[src/rtl/hsp_pkg.sv]
// ----------------------------------------------------------------------------
// hsp_pkg: shared types and constants of the 3d heat stencil pass
// geometry widths, register codes, divide-by-seven constants
// ----------------------------------------------------------------------------
package hsp_pkg;

  localparam int MAX_EDGE   = 64;
  localparam int TEMP_BITS  = 16;
  localparam int HIST_DEPTH = 2 * MAX_EDGE * MAX_EDGE;
  localparam int HIST_AW    = $clog2(HIST_DEPTH);
  localparam int SPAN_W     = $clog2(HIST_DEPTH + 1);
  localparam int PLANE_W    = $clog2(MAX_EDGE * MAX_EDGE + 1);
  localparam int COUNT_W    = $clog2(MAX_EDGE * MAX_EDGE * MAX_EDGE + 1);
  localparam int EDGE_W     = 7;
  localparam int COORD_W    = 6;

  localparam int APB_AW     = 4;
  localparam int APB_DW     = 32;

  localparam logic [EDGE_W-1:0]  EDGE_RESET   = EDGE_W'(50);
  localparam logic [COORD_W-1:0] SOURCE_RESET = COORD_W'(12);
  localparam logic [EDGE_W-1:0]  EDGE_MAX     = EDGE_W'(MAX_EDGE);
  localparam logic [1:0]         SETTLE_CYCLES = 2'd3;

  // round-to-nearest divide by seven as (sum + 3) * m >> shift
  localparam int SUM_W      = TEMP_BITS + 3;
  localparam int DIV_SHIFT  = SUM_W + 3;
  localparam int DIV_MUL_W  = DIV_SHIFT - 2;
  localparam int DIV_MUL    = (2 ** DIV_SHIFT + 6) / 7;
  localparam int PROD_W     = SUM_W + DIV_MUL_W;

  typedef enum logic [1:0] {
    REG_EDGE_LENGTH = 2'd0,
    REG_SOURCE_I    = 2'd1,
    REG_SOURCE_J    = 2'd2,
    REG_SOURCE_K    = 2'd3
  } reg_idx_t;

  localparam logic MODE_CELL  = 1'b0;
  localparam logic MODE_FLUSH = 1'b1;

  typedef struct packed {
    logic                ready;
    logic [EDGE_W-1:0]   edge_len;
    logic [COORD_W-1:0]  edge_m1;
    logic [PLANE_W-1:0]  plane;
    logic [SPAN_W-1:0]   span;
    logic [COUNT_W-1:0]  total;
    logic [COORD_W-1:0]  src_i;
    logic [COORD_W-1:0]  src_j;
    logic [COORD_W-1:0]  src_k;
  } geom_t;

endpackage

[src/rtl/hsp_cfg.sv]
// ----------------------------------------------------------------------------
// hsp_cfg: configuration registers and derived cube geometry
// apb register file, edge clamp, plane / span / total cell counts
// ----------------------------------------------------------------------------
module hsp_cfg
  import hsp_pkg::*;
(
  input  logic              clk,
  input  logic              rst,
  input  logic              psel,
  input  logic              penable,
  input  logic              pwrite,
  input  logic [APB_AW-1:0] paddr,
  input  logic [APB_DW-1:0] pwdata,
  output logic [APB_DW-1:0] prdata,
  output logic              pready,
  output geom_t             geom
);

  logic [EDGE_W-1:0]    edge_length;
  logic [COORD_W-1:0]   source_i;
  logic [COORD_W-1:0]   source_j;
  logic [COORD_W-1:0]   source_k;
  logic [1:0]           settle;
  logic [EDGE_W-1:0]    edge_eff;
  logic [PLANE_W-1:0]   plane;
  logic [COUNT_W-1:0]   total;
  logic [2*EDGE_W-1:0]  square;
  logic [PLANE_W+EDGE_W-1:0] cube;
  logic                 wr_en;
  reg_idx_t             wr_idx;

  assign pready = 1'b1;
  assign wr_en  = psel && penable && pwrite && pready;
  assign wr_idx = reg_idx_t'(paddr[3:2]);

  always_ff @(posedge clk) begin
    if (rst) begin
      edge_length <= EDGE_RESET;
      source_i    <= SOURCE_RESET;
      source_j    <= SOURCE_RESET;
      source_k    <= SOURCE_RESET;
      settle      <= SETTLE_CYCLES;
    end else begin
      if (settle != 2'd0) begin
        settle <= settle - 2'd1;
      end
      if (wr_en) begin
        unique case (wr_idx)
          REG_EDGE_LENGTH: begin
            edge_length <= pwdata[EDGE_W-1:0];
            settle      <= SETTLE_CYCLES;
          end
          REG_SOURCE_I: source_i <= pwdata[COORD_W-1:0];
          REG_SOURCE_J: source_j <= pwdata[COORD_W-1:0];
          REG_SOURCE_K: source_k <= pwdata[COORD_W-1:0];
          default: ;
        endcase
      end
    end
  end

  always_comb begin
    unique case (wr_idx)
      REG_EDGE_LENGTH: prdata = APB_DW'(edge_length);
      REG_SOURCE_I:    prdata = APB_DW'(source_i);
      REG_SOURCE_J:    prdata = APB_DW'(source_j);
      REG_SOURCE_K:    prdata = APB_DW'(source_k);
      default:         prdata = '0;
    endcase
  end

  // geometry follows the edge register through three register stages
  assign square = edge_eff * edge_eff;
  assign cube   = plane * edge_eff;

  always_ff @(posedge clk) begin
    if (edge_length == '0) begin
      edge_eff <= EDGE_W'(1);
    end else if (edge_length > EDGE_MAX) begin
      edge_eff <= EDGE_MAX;
    end else begin
      edge_eff <= edge_length;
    end
    plane <= square[PLANE_W-1:0];
    total <= cube[COUNT_W-1:0];
  end

  always_comb begin
    geom.ready    = (settle == 2'd0);
    geom.edge_len = edge_eff;
    geom.edge_m1  = COORD_W'(edge_eff - EDGE_W'(1));
    geom.plane    = plane;
    geom.span     = {plane, 1'b0};
    geom.total    = total;
    geom.src_i    = source_i;
    geom.src_j    = source_j;
    geom.src_k    = source_k;
  end

endmodule

[config.mk]
export PLATFORM = sky130hd
export DESIGN_NAME = hsp_cfg
export DESIGN_NICKNAME = d
export VERILOG_FILES = /design/src/rtl/hsp_pkg.sv /design/src/rtl/hsp_cfg.sv
export SDC_FILE = /design/constraint.sdc
export NUM_CORES = 1
export LEC_CHECK = 0
export BUFFER_PORTS_ARGS = -buffer_cell sky130_fd_sc_hd__buf_2
export CAP_MARGIN = 20
export CORE_MARGIN = 2
export CORE_UTILIZATION = 46
export DETAILED_ROUTE_END_ITERATION = 8
export HOLD_SLACK_MARGIN = 0.02
export PLACE_DENSITY = 0.7
export SLEW_MARGIN = 20
export SYNTH_ARGS = -nofsm -noshare
export SYNTH_HDL_FRONTEND = slang
export SYNTH_SLANG_ARGS = --single-unit
[constraint.sdc]
create_clock -name clk -period 5.4 [get_ports clk]
set_input_delay 0.27 -clock clk [delete_from_list [all_inputs] [get_ports clk]]
set_output_delay 0.27 -clock clk [all_outputs]
set_load 0.01 [all_outputs]
[After elaboration in Yosys (flattened, before gate mapping)]
Cells that the tools add are included.
Word-level totals
  bits in registers: 66
  output and inout bits: 111
Operators by class
  add/subtract/negate cells: 2
  multiply operators: 2
  magnitude comparators: 1
  equal/unequal tests: 3
  muxes and demuxes: 5
  reduce and logical (&&, ||, !) cells: 11
Operators with widths (count)
  32-bit one-hot mux with 4 select lines: 1
  13-bit by 7-bit multiplier with 19-bit output: 1
  7-bit by 7-bit multiplier with 13-bit output: 1
  2-bit AND reduction: 4
  7-bit > comparator, second input constant: 1
  7-bit logical NOT: 1
  7-bit 2-to-1 mux: 1
  2-bit 2-to-1 mux: 3
  6-bit by 1-bit subtractor with 6-bit output, second input constant: 1
  2-bit equality test, second input constant: 2
  2-bit logical NOT: 2
  2-bit by 1-bit equality test with 1-bit output, second input constant: 1
  1-bit logical AND: 2
  2-bit nonzero test: 1
  2-bit OR reduction: 1
  2-bit by 1-bit subtractor with 2-bit output, second input constant: 1

[Longest topological paths before layout]
Gate-level depths: netlist (run 1).
  word-level depth: 4
  mapped depth: 18

[Worst setup path after synthesis (run 1)]
No wires, ideal clock.
  kind: flip-flop to flip-flop
  start point: register edge_eff[1]
  end point: register total[15]
  arrival time: 4.270 ns
  data required time: 5.268 ns
  slack: 0.998 ns
  stages on the path, launching flop included: 18
  buffers on the path: 3
  clock period less this slack: 4.402 ns
  path through: dfxtp_1 -> clkbuf_1 -> clkbuf_1 -> nand2_1 -> fa_1 -> fa_1 -> inv_1 -> fa_1 -> inv_1 -> fa_1 -> inv_1 -> ha_1 -> buf_6 -> a21o_1 -> a21oi_1 -> nor3b_1 -> a311oi_1 -> o211ai_1
On the way
  cells in the longest elaborated chain, start to end: 1
RTL lines
  start, declared: line hsp_cfg.sv:25  | logic [EDGE_W-1:0] edge_eff;
  start signal, assigned: line hsp_cfg.sv:83  | edge_eff <= edge_length;
  13-bit by 7-bit multiplier with 19-bit output: line hsp_cfg.sv:75  | assign cube = plane * edge_eff;
  via cube[15]: line hsp_cfg.sv:29  | logic [PLANE_W+EDGE_W-1:0] cube;
  end signal, assigned: line hsp_cfg.sv:86  | total <= cube[COUNT_W-1:0];
  end, declared: line hsp_cfg.sv:27  | logic [COUNT_W-1:0] total;
The timed path passes the listed nets, and every way through them passes these cells.
A chain may end at the register's enable or synchronous reset.

[Worst setup path after layout (run 1)]
  start point: register edge_eff[5]
  end point: register total[15]
The elaborated chain is that of the path after synthesis.

==> results of run 1 <==
[worst min-delay path: stages]
cell and delay (ns):
buf_2 0.08, mux2i_1 0.05, nor2_1 0.08
[state kept, by name, indices dropped and copies added, names as in the netlist]
signal / flops
edge_eff: 7
edge_length: 7
plane: 12
settle: 2
source_i: 6
source_j: 6
source_k: 6
total: 19
[through the flow]
| stage | util | setup WS [ns] | hold slack [ns] | cell area (um^2) | cells |
|---|---|---|---|---|---|
| 2_1_floorplan | - | 0.998 | 0.388 | 6480 | 722 |
| 3_3_place_gp | 0.507 | 0.757 | 0.447 | 6790 | 931 |
| 4_1_cts | 0.530 | 0.711 | 0.168 | 7110 | 947 |
| 6_report | 0.530 | 0.717 | 0.175 | 7110 | 947 |
| 5_1_grt | 0.530 | 0.503 | 0.178 | 7110 | 947 |
| 3_5_place_dp | 0.507 | 0.688 | 0.456 | 6790 | 931 |
[power groups by stage]
stage / registers [mW] / clock network [mW] / logic (mW)
after floorplan: 0.629 / 0 / 1.17
after global placement: 0.618 / 0 / 1.39
after detailed placement: 0.620 / 0 / 1.40
after CTS: 0.609 / 0.634 / 1.42
after global routing: 0.618 / 0.655 / 1.62
final: 0.608 / 0.617 / 1.41
[cells by family after synthesis]
logic type / after synthesis / synth area share
muxes: 26 / 0.0531
AOI/OAI and AO/OA: 80 / 0.0869
xor gates and xnor gates: 31 / 0.0426
other: 2 / 0.00118
DFF: 65 / 0.204
and+or+nand+nor: 202 / 0.166
adders and majority gates: 125 / 0.324
buffers and inverters: 160 / 0.123
[cell usage after synthesis (all sizes together), types with 2 or more instances]
master | instances | area (um^2)
a211o | 10 | 87.6
a211oi | 5 | 47.5
a21o | 8 | 61.3
a21oi | 24 | 120
a311oi | 2 | 17.5
a31oi | 2 | 12.5
and2 | 69 | 432
and3 | 4 | 25.0
buf | 48 | 360
clkbuf | 21 | 78.8
conb | 2 | 7.51
dfxtp | 65 | 1300
fa | 66 | 1320
ha | 59 | 738
inv | 91 | 342
mux2 | 2 | 22.5
mux2i | 18 | 180
mux4 | 6 | 135
nand2 | 50 | 188
nand3 | 4 | 20.0
nand4 | 3 | 18.8
nor2 | 35 | 136
nor2b | 19 | 119
nor3 | 4 | 20.0
nor3b | 5 | 37.5
nor4 | 2 | 12.5
o211a | 2 | 20.0
o211ai | 5 | 37.5
o21a | 5 | 37.5
o21ai | 12 | 67.6
or3 | 3 | 18.8
or4 | 2 | 15.0
xnor2 | 21 | 184
xor2 | 10 | 87.6
[layout by cell type, fill, tap and decap left out, types with 6 or more instances in the layout]
| cell type | count |
|---|---|
| xnor2_1 | 21 |
| buf_4 | 7 |
| o21ai_0 | 10 |
| and2_1 | 69 |
| conb_1 | 33 |
| inv_1 | 91 |
| mux4_2 | 6 |
| xor2_1 | 10 |
| buf_2 | 95 |
| ha_1 | 59 |
| nand2_1 | 50 |
| dfxtp_1 | 65 |
| nor2_1 | 33 |
| mux2i_1 | 18 |
| a21o_1 | 7 |
| a21oi_1 | 24 |
| a211o_1 | 10 |
| fa_1 | 66 |
| nor2b_1 | 19 |
| clkbuf_16 | 9 |
[area by class of cell]
cell class / instances / area, um^2
clock buffers: 10 / 239
multi-input cells: 497 / 4400
inverters: 91 / 342
clock inverters: 6 / 76.3
flip-flops and latches: 65 / 1300
repair buffers: 102 / 528
fillers: 1286 / 6290
well taps: 176 / 220
[worst min path at each step]
stage          startpoint             end  slack [ns]  depth (start not counted)
3_5_place_dp    settle[1]       settle[1]        0.46                          2
6_report        pwdata[6]  edge_length[6]        0.18                          3
3_3_place_gp    settle[1]       settle[1]        0.45                          2
5_1_grt         pwdata[6]  edge_length[6]        0.18                          3
4_1_cts         pwdata[6]  edge_length[6]        0.17                          3
2_1_floorplan   pwdata[1]  edge_length[1]        0.39                          1
[layer usage]
| metal | wire length, um | part of all wire |
|---|---|---|
| met2 | 6090 | 0.48 |
| met1 | 5890 | 0.47 |
| met5 | 0 | 0 |
| met3 | 425 | 0.034 |
| met4 | 263 | 0.021 |
==> impl_metrics.toml, run 1 <==
[status]
status = "complete, no violations"

[critical_path]
worstPathArrival_ns = 4.90
cp-start-kind = "flop"
r2r_start = "edge_eff[5]"
crit_start = "edge_eff[5]"
cp_num_buf_inv = 5
crit_path_top_delay_cell = "fa_1"
reg2reg_depth = 16
cp-endpoint = "total[15]"
max_stage_delay_ns = 0.53
path_cells = "buf_4, and2_1, fa_1, inv_1, fa_1, inv_1, fa_1, inv_1, fa_1, inv_1, ha_1, a21o_1, a21oi_1, nor3b_1, a311oi_1, o211ai_1"
worstPathRequired_ns = 5.62
worstPathMaxFanout = 17
r2r-end = "total[15]"
path_depth = 16
crit_type = "reg -> reg"
worst_setup_path_end_kind = "flop"
cpLargestDelayFamily = "adder cells"
rrSetupSlack_ns = 0.72

[cells_and_area]
layout.nets = 932
diodes = 0
area_growth_pct = 11.6
drive_gt1_frac = 0.174

[timing]
fin_skew_ns = 0.00489
worst_slew_pin_slew_ns = 0.889
min_period_ns = 4.68
relSlewSlack = 0.406
finalMaxSlewViolations = 0
setup_viol = 0
finalSetupTns_ns = 0
final.period_utilization = 0.867
rsz0062_at_grt = "false"
fmax_ghz = 0.214
hold_viol = 0

[global_route]
grtUsageMet3 = 0.0370
grt_pass1_vias = 4518
grt_max_degree = 27
grt.met2_usage = 0.304
overflow = 0
gr-usage-met1 = 0.238
gr-usage-all-layers = 0.183
grt_busiest_layer = "met2"
grt_pass1_wl_um = 21500
antenna_found_initial = 0

[place]
hpwl_um = 9520
numPortBuffers = 95
place.gp.congestion = 0.877

[pwr]
power_density_mw_per_mm2 = 371
power_frac_seq = 0.231
finalPower_mw = 2.63
p_switching_mw = 1.09
p_int_mw = 1.55
leakagePower_nw = 3.65
p_sw_frac = 0.413
ir_drop_v = 0.000195
p_clk_frac = 0.234
power_frac_comb = 0.535

[routing]
post_drt_wl_per_cell_um = 13.4
drt_iter0_drc = 192
antenna_left = 0
wl_um = 12700
drc = 0
via_count = 4641
viasPerCell = 4.90
dr.pass1.iters = 4

[logic_synthesis]
synth-async-reset-ratio = 0
avgSynthCellArea_um2 = 9.21
seq_area_frac_synth = 0.204
synth.ff_latch_count = 65
synth_edf_count = 0
yosys_warnings = 0
synth_cells = 691
netlist_area_mm2 = 0.00637
synth.distinct_cells = 47
ys.flop_type = "dfxtp_1"

[floorplanning]
io_pins = 152
core_area_mm2 = 0.0134
die_h_um = 122
die_width_um = 122
dieArea_mm2 = 0.0148
rows = 42
initial_core_util = 0.475

[cts]
cts_hold_buf = 0
cts_resized = 0
cts.path.max_buffers = 2
clk-insertion-delay-late_ns = 0.34
clock-sinks = 65
cts_buffers = 9
cts.reportedPaths.clkPinSlew_ns = 0.06
ctsRootBufferMaster = "clkbuf_16"
post_cts_buffers = 0
cts_tree = "done"
h-tree-depth = 3

[job]
max-cap-violations = 0

[min_path]
min_path_type = "in -> reg"
No activity file was read; power rests on OpenSTA's default activity.
==> run 2, diff against run 1 <==
- PLACE_DENSITY: 0.7 -> 0.75
==> impl_metrics.toml, run 2 (synthesized netlist as in run 1, its figures left out) <==
[critical_path]
max_stage_delay_ns = 0.73
worstPathMaxFanout = 19
worstPathRequired_ns = 5.68
cp_num_buf_inv = 2
worstPathArrival_ns = 4.89
path_cells = "and2_1, fa_1, fa_1, fa_1, inv_1, fa_1, inv_1, ha_1, o21a_1, o211ai_1, o21ai_2, or4_1, nand3_1"
worst_setup_path_end_kind = "flop"
crit_type = "reg -> reg"
cpLargestDelayFamily = "adder cells"
cp-start-kind = "flop"
crit_path_top_delay_cell = "dfxtp_1"
path_common_cell = "fa_1"

[pwr]
p_int_mw = 1.49
ir_drop_v = 0.000213
p_switching_mw = 1.11
power_density_mw_per_mm2 = 367
finalPower_mw = 2.60
power_frac_seq = 0.234
power_frac_comb = 0.548
p_clk_frac = 0.217
p_sw_frac = 0.426
leakagePower_nw = 3.63

[cells_and_area]
top_register = "total"
layout_commonest_cell = "buf_2"
area_growth_pct = 11.3
final_util = 0.529
largest_reg_flops = 19
layout.nets = 933
final_cell_mix = "95 x buf_2, 91 x inv_1, 69 x and2_1, 66 x fa_1, 65 x dfxtp_1"
fill_cells = 1258
drive_gt1_frac = 0.175
reg_top3 = "total: 19 flops, plane: 12 flops"
diodes = 0

[timing]
relSlewSlack = 0.574
setup_viol = 0
finalSetupTns_ns = 0
min_period_ns = 4.61
worst_slew_pin_slew_ns = 0.638
fmax_ghz = 0.217
final.period_utilization = 0.853
finalMaxSlewViolations = 0
fin_ws_ns = 0.791
hold_viol = 0
rsz0062_at_grt = "false"
fin_skew_ns = 0.00902

[routing]
antenna_left = 0
viasPerCell = 4.99
drt_iter0_drc = 192
via_count = 4735
dr.pass1.iters = 6
drc = 0
post_drt_wl_per_cell_um = 13.5
wl_um = 12800

[place]
pre_cts_slack_ns = 0.806
place.gp.congestion = 0.833
hpwl_um = 9950
numPortBuffers = 95

[cts]
cts_buffers = 9
ctsRootBufferMaster = "clkbuf_16"
clk-insertion-delay-late_ns = 0.35
cts_hold_buf = 0
cts.reportedPaths.clkPinSlew_ns = 0.06
clock-sinks = 65
cts.path.max_buffers = 2
h-tree-depth = 3
cts_tree = "done"
cts_resized = 0
post_cts_buffers = 0

[floorplanning]
core_area_mm2 = 0.0134
dieArea_mm2 = 0.0148
die_width_um = 122
io_pins = 152
rows = 42
die_h_um = 122
initial_core_util = 0.475

[min_path]
min_path_type = "in -> reg"

[global_route]
grt_pass1_wl_um = 21900
antenna_found_initial = 0
gr-usage-all-layers = 0.186
overflow = 0
grt_pass1_vias = 4621
grt_max_degree = 27

[job]
max-cap-violations = 0

[status]
status = "complete, no violations"
==> run 2: per-layer routing <==
layer | global-route usage | wire length (um) | vias up
li1 | - | - | 2299
met1 | 0.245 | 5710 | 2293
met2 | 0.302 | 6110 | 127
met3 | 0.0463 | 732 | 16
met4 | 0.0568 | 202 | 0
met5 | 0 | 0 | -
==> run 2: path summary, 6_finish.rpt <==
check	endpoint	slack, ns	cells past startpoint	from
setup reg to reg	total[13]	0.79	13	edge_eff[6]
setup / recovery	total[13]	0.79	13	edge_eff[6]
hold / removal	edge_length[6]	0.17	3	pwdata[6]
hold reg to reg	settle[1]	0.46	2	settle[0]
==> run 2: stage by stage <==
| stage | cell area, um^2 | hold slack (ns) | cells |
|---|---|---|---|
| after floorplan | 6480 | 0.388 | 722 |
| after global placement | 6800 | 0.441 | 932 |
| after detailed placement | 6800 | 0.456 | 932 |
| after CTS | 7080 | 0.155 | 948 |
| after global routing | 7080 | 0.176 | 948 |
| final | 7080 | 0.165 | 948 |
==> run 2: final cells by class <==
| cell class | count | area (um^2) | area share |
|---|---|---|---|
| flip-flops and latches | 65 | 1300 | 0.184 |
| multi-input cells | 497 | 4400 | 0.621 |
| clock inverters | 7 | 58.8 | 0.00830 |
| well taps | 176 | 220 | 0.0311 |
| repair buffers | 103 | 536 | 0.0756 |
| inverters | 91 | 342 | 0.0482 |
| clock buffers | 9 | 225 | 0.0318 |
==> run 2: tightest hold or removal path: stages <==
cell and delay, ns:
buf_2 0.08, mux2i_1 0.06, nor2_1 0.07
==> run 2: power by group through the flow <==
| stage | registers, mW | clock network (mW) | logic (mW) |
|---|---|---|---|
| final | 0.608 | 0.565 | 1.42 |
| after global routing | 0.617 | 0.605 | 1.63 |
| after CTS | 0.608 | 0.582 | 1.44 |
| after detailed placement | 0.618 | 0 | 1.43 |
| after global placement | 0.619 | 0 | 1.40 |
| after floorplan | 0.629 | 0 | 1.17 |
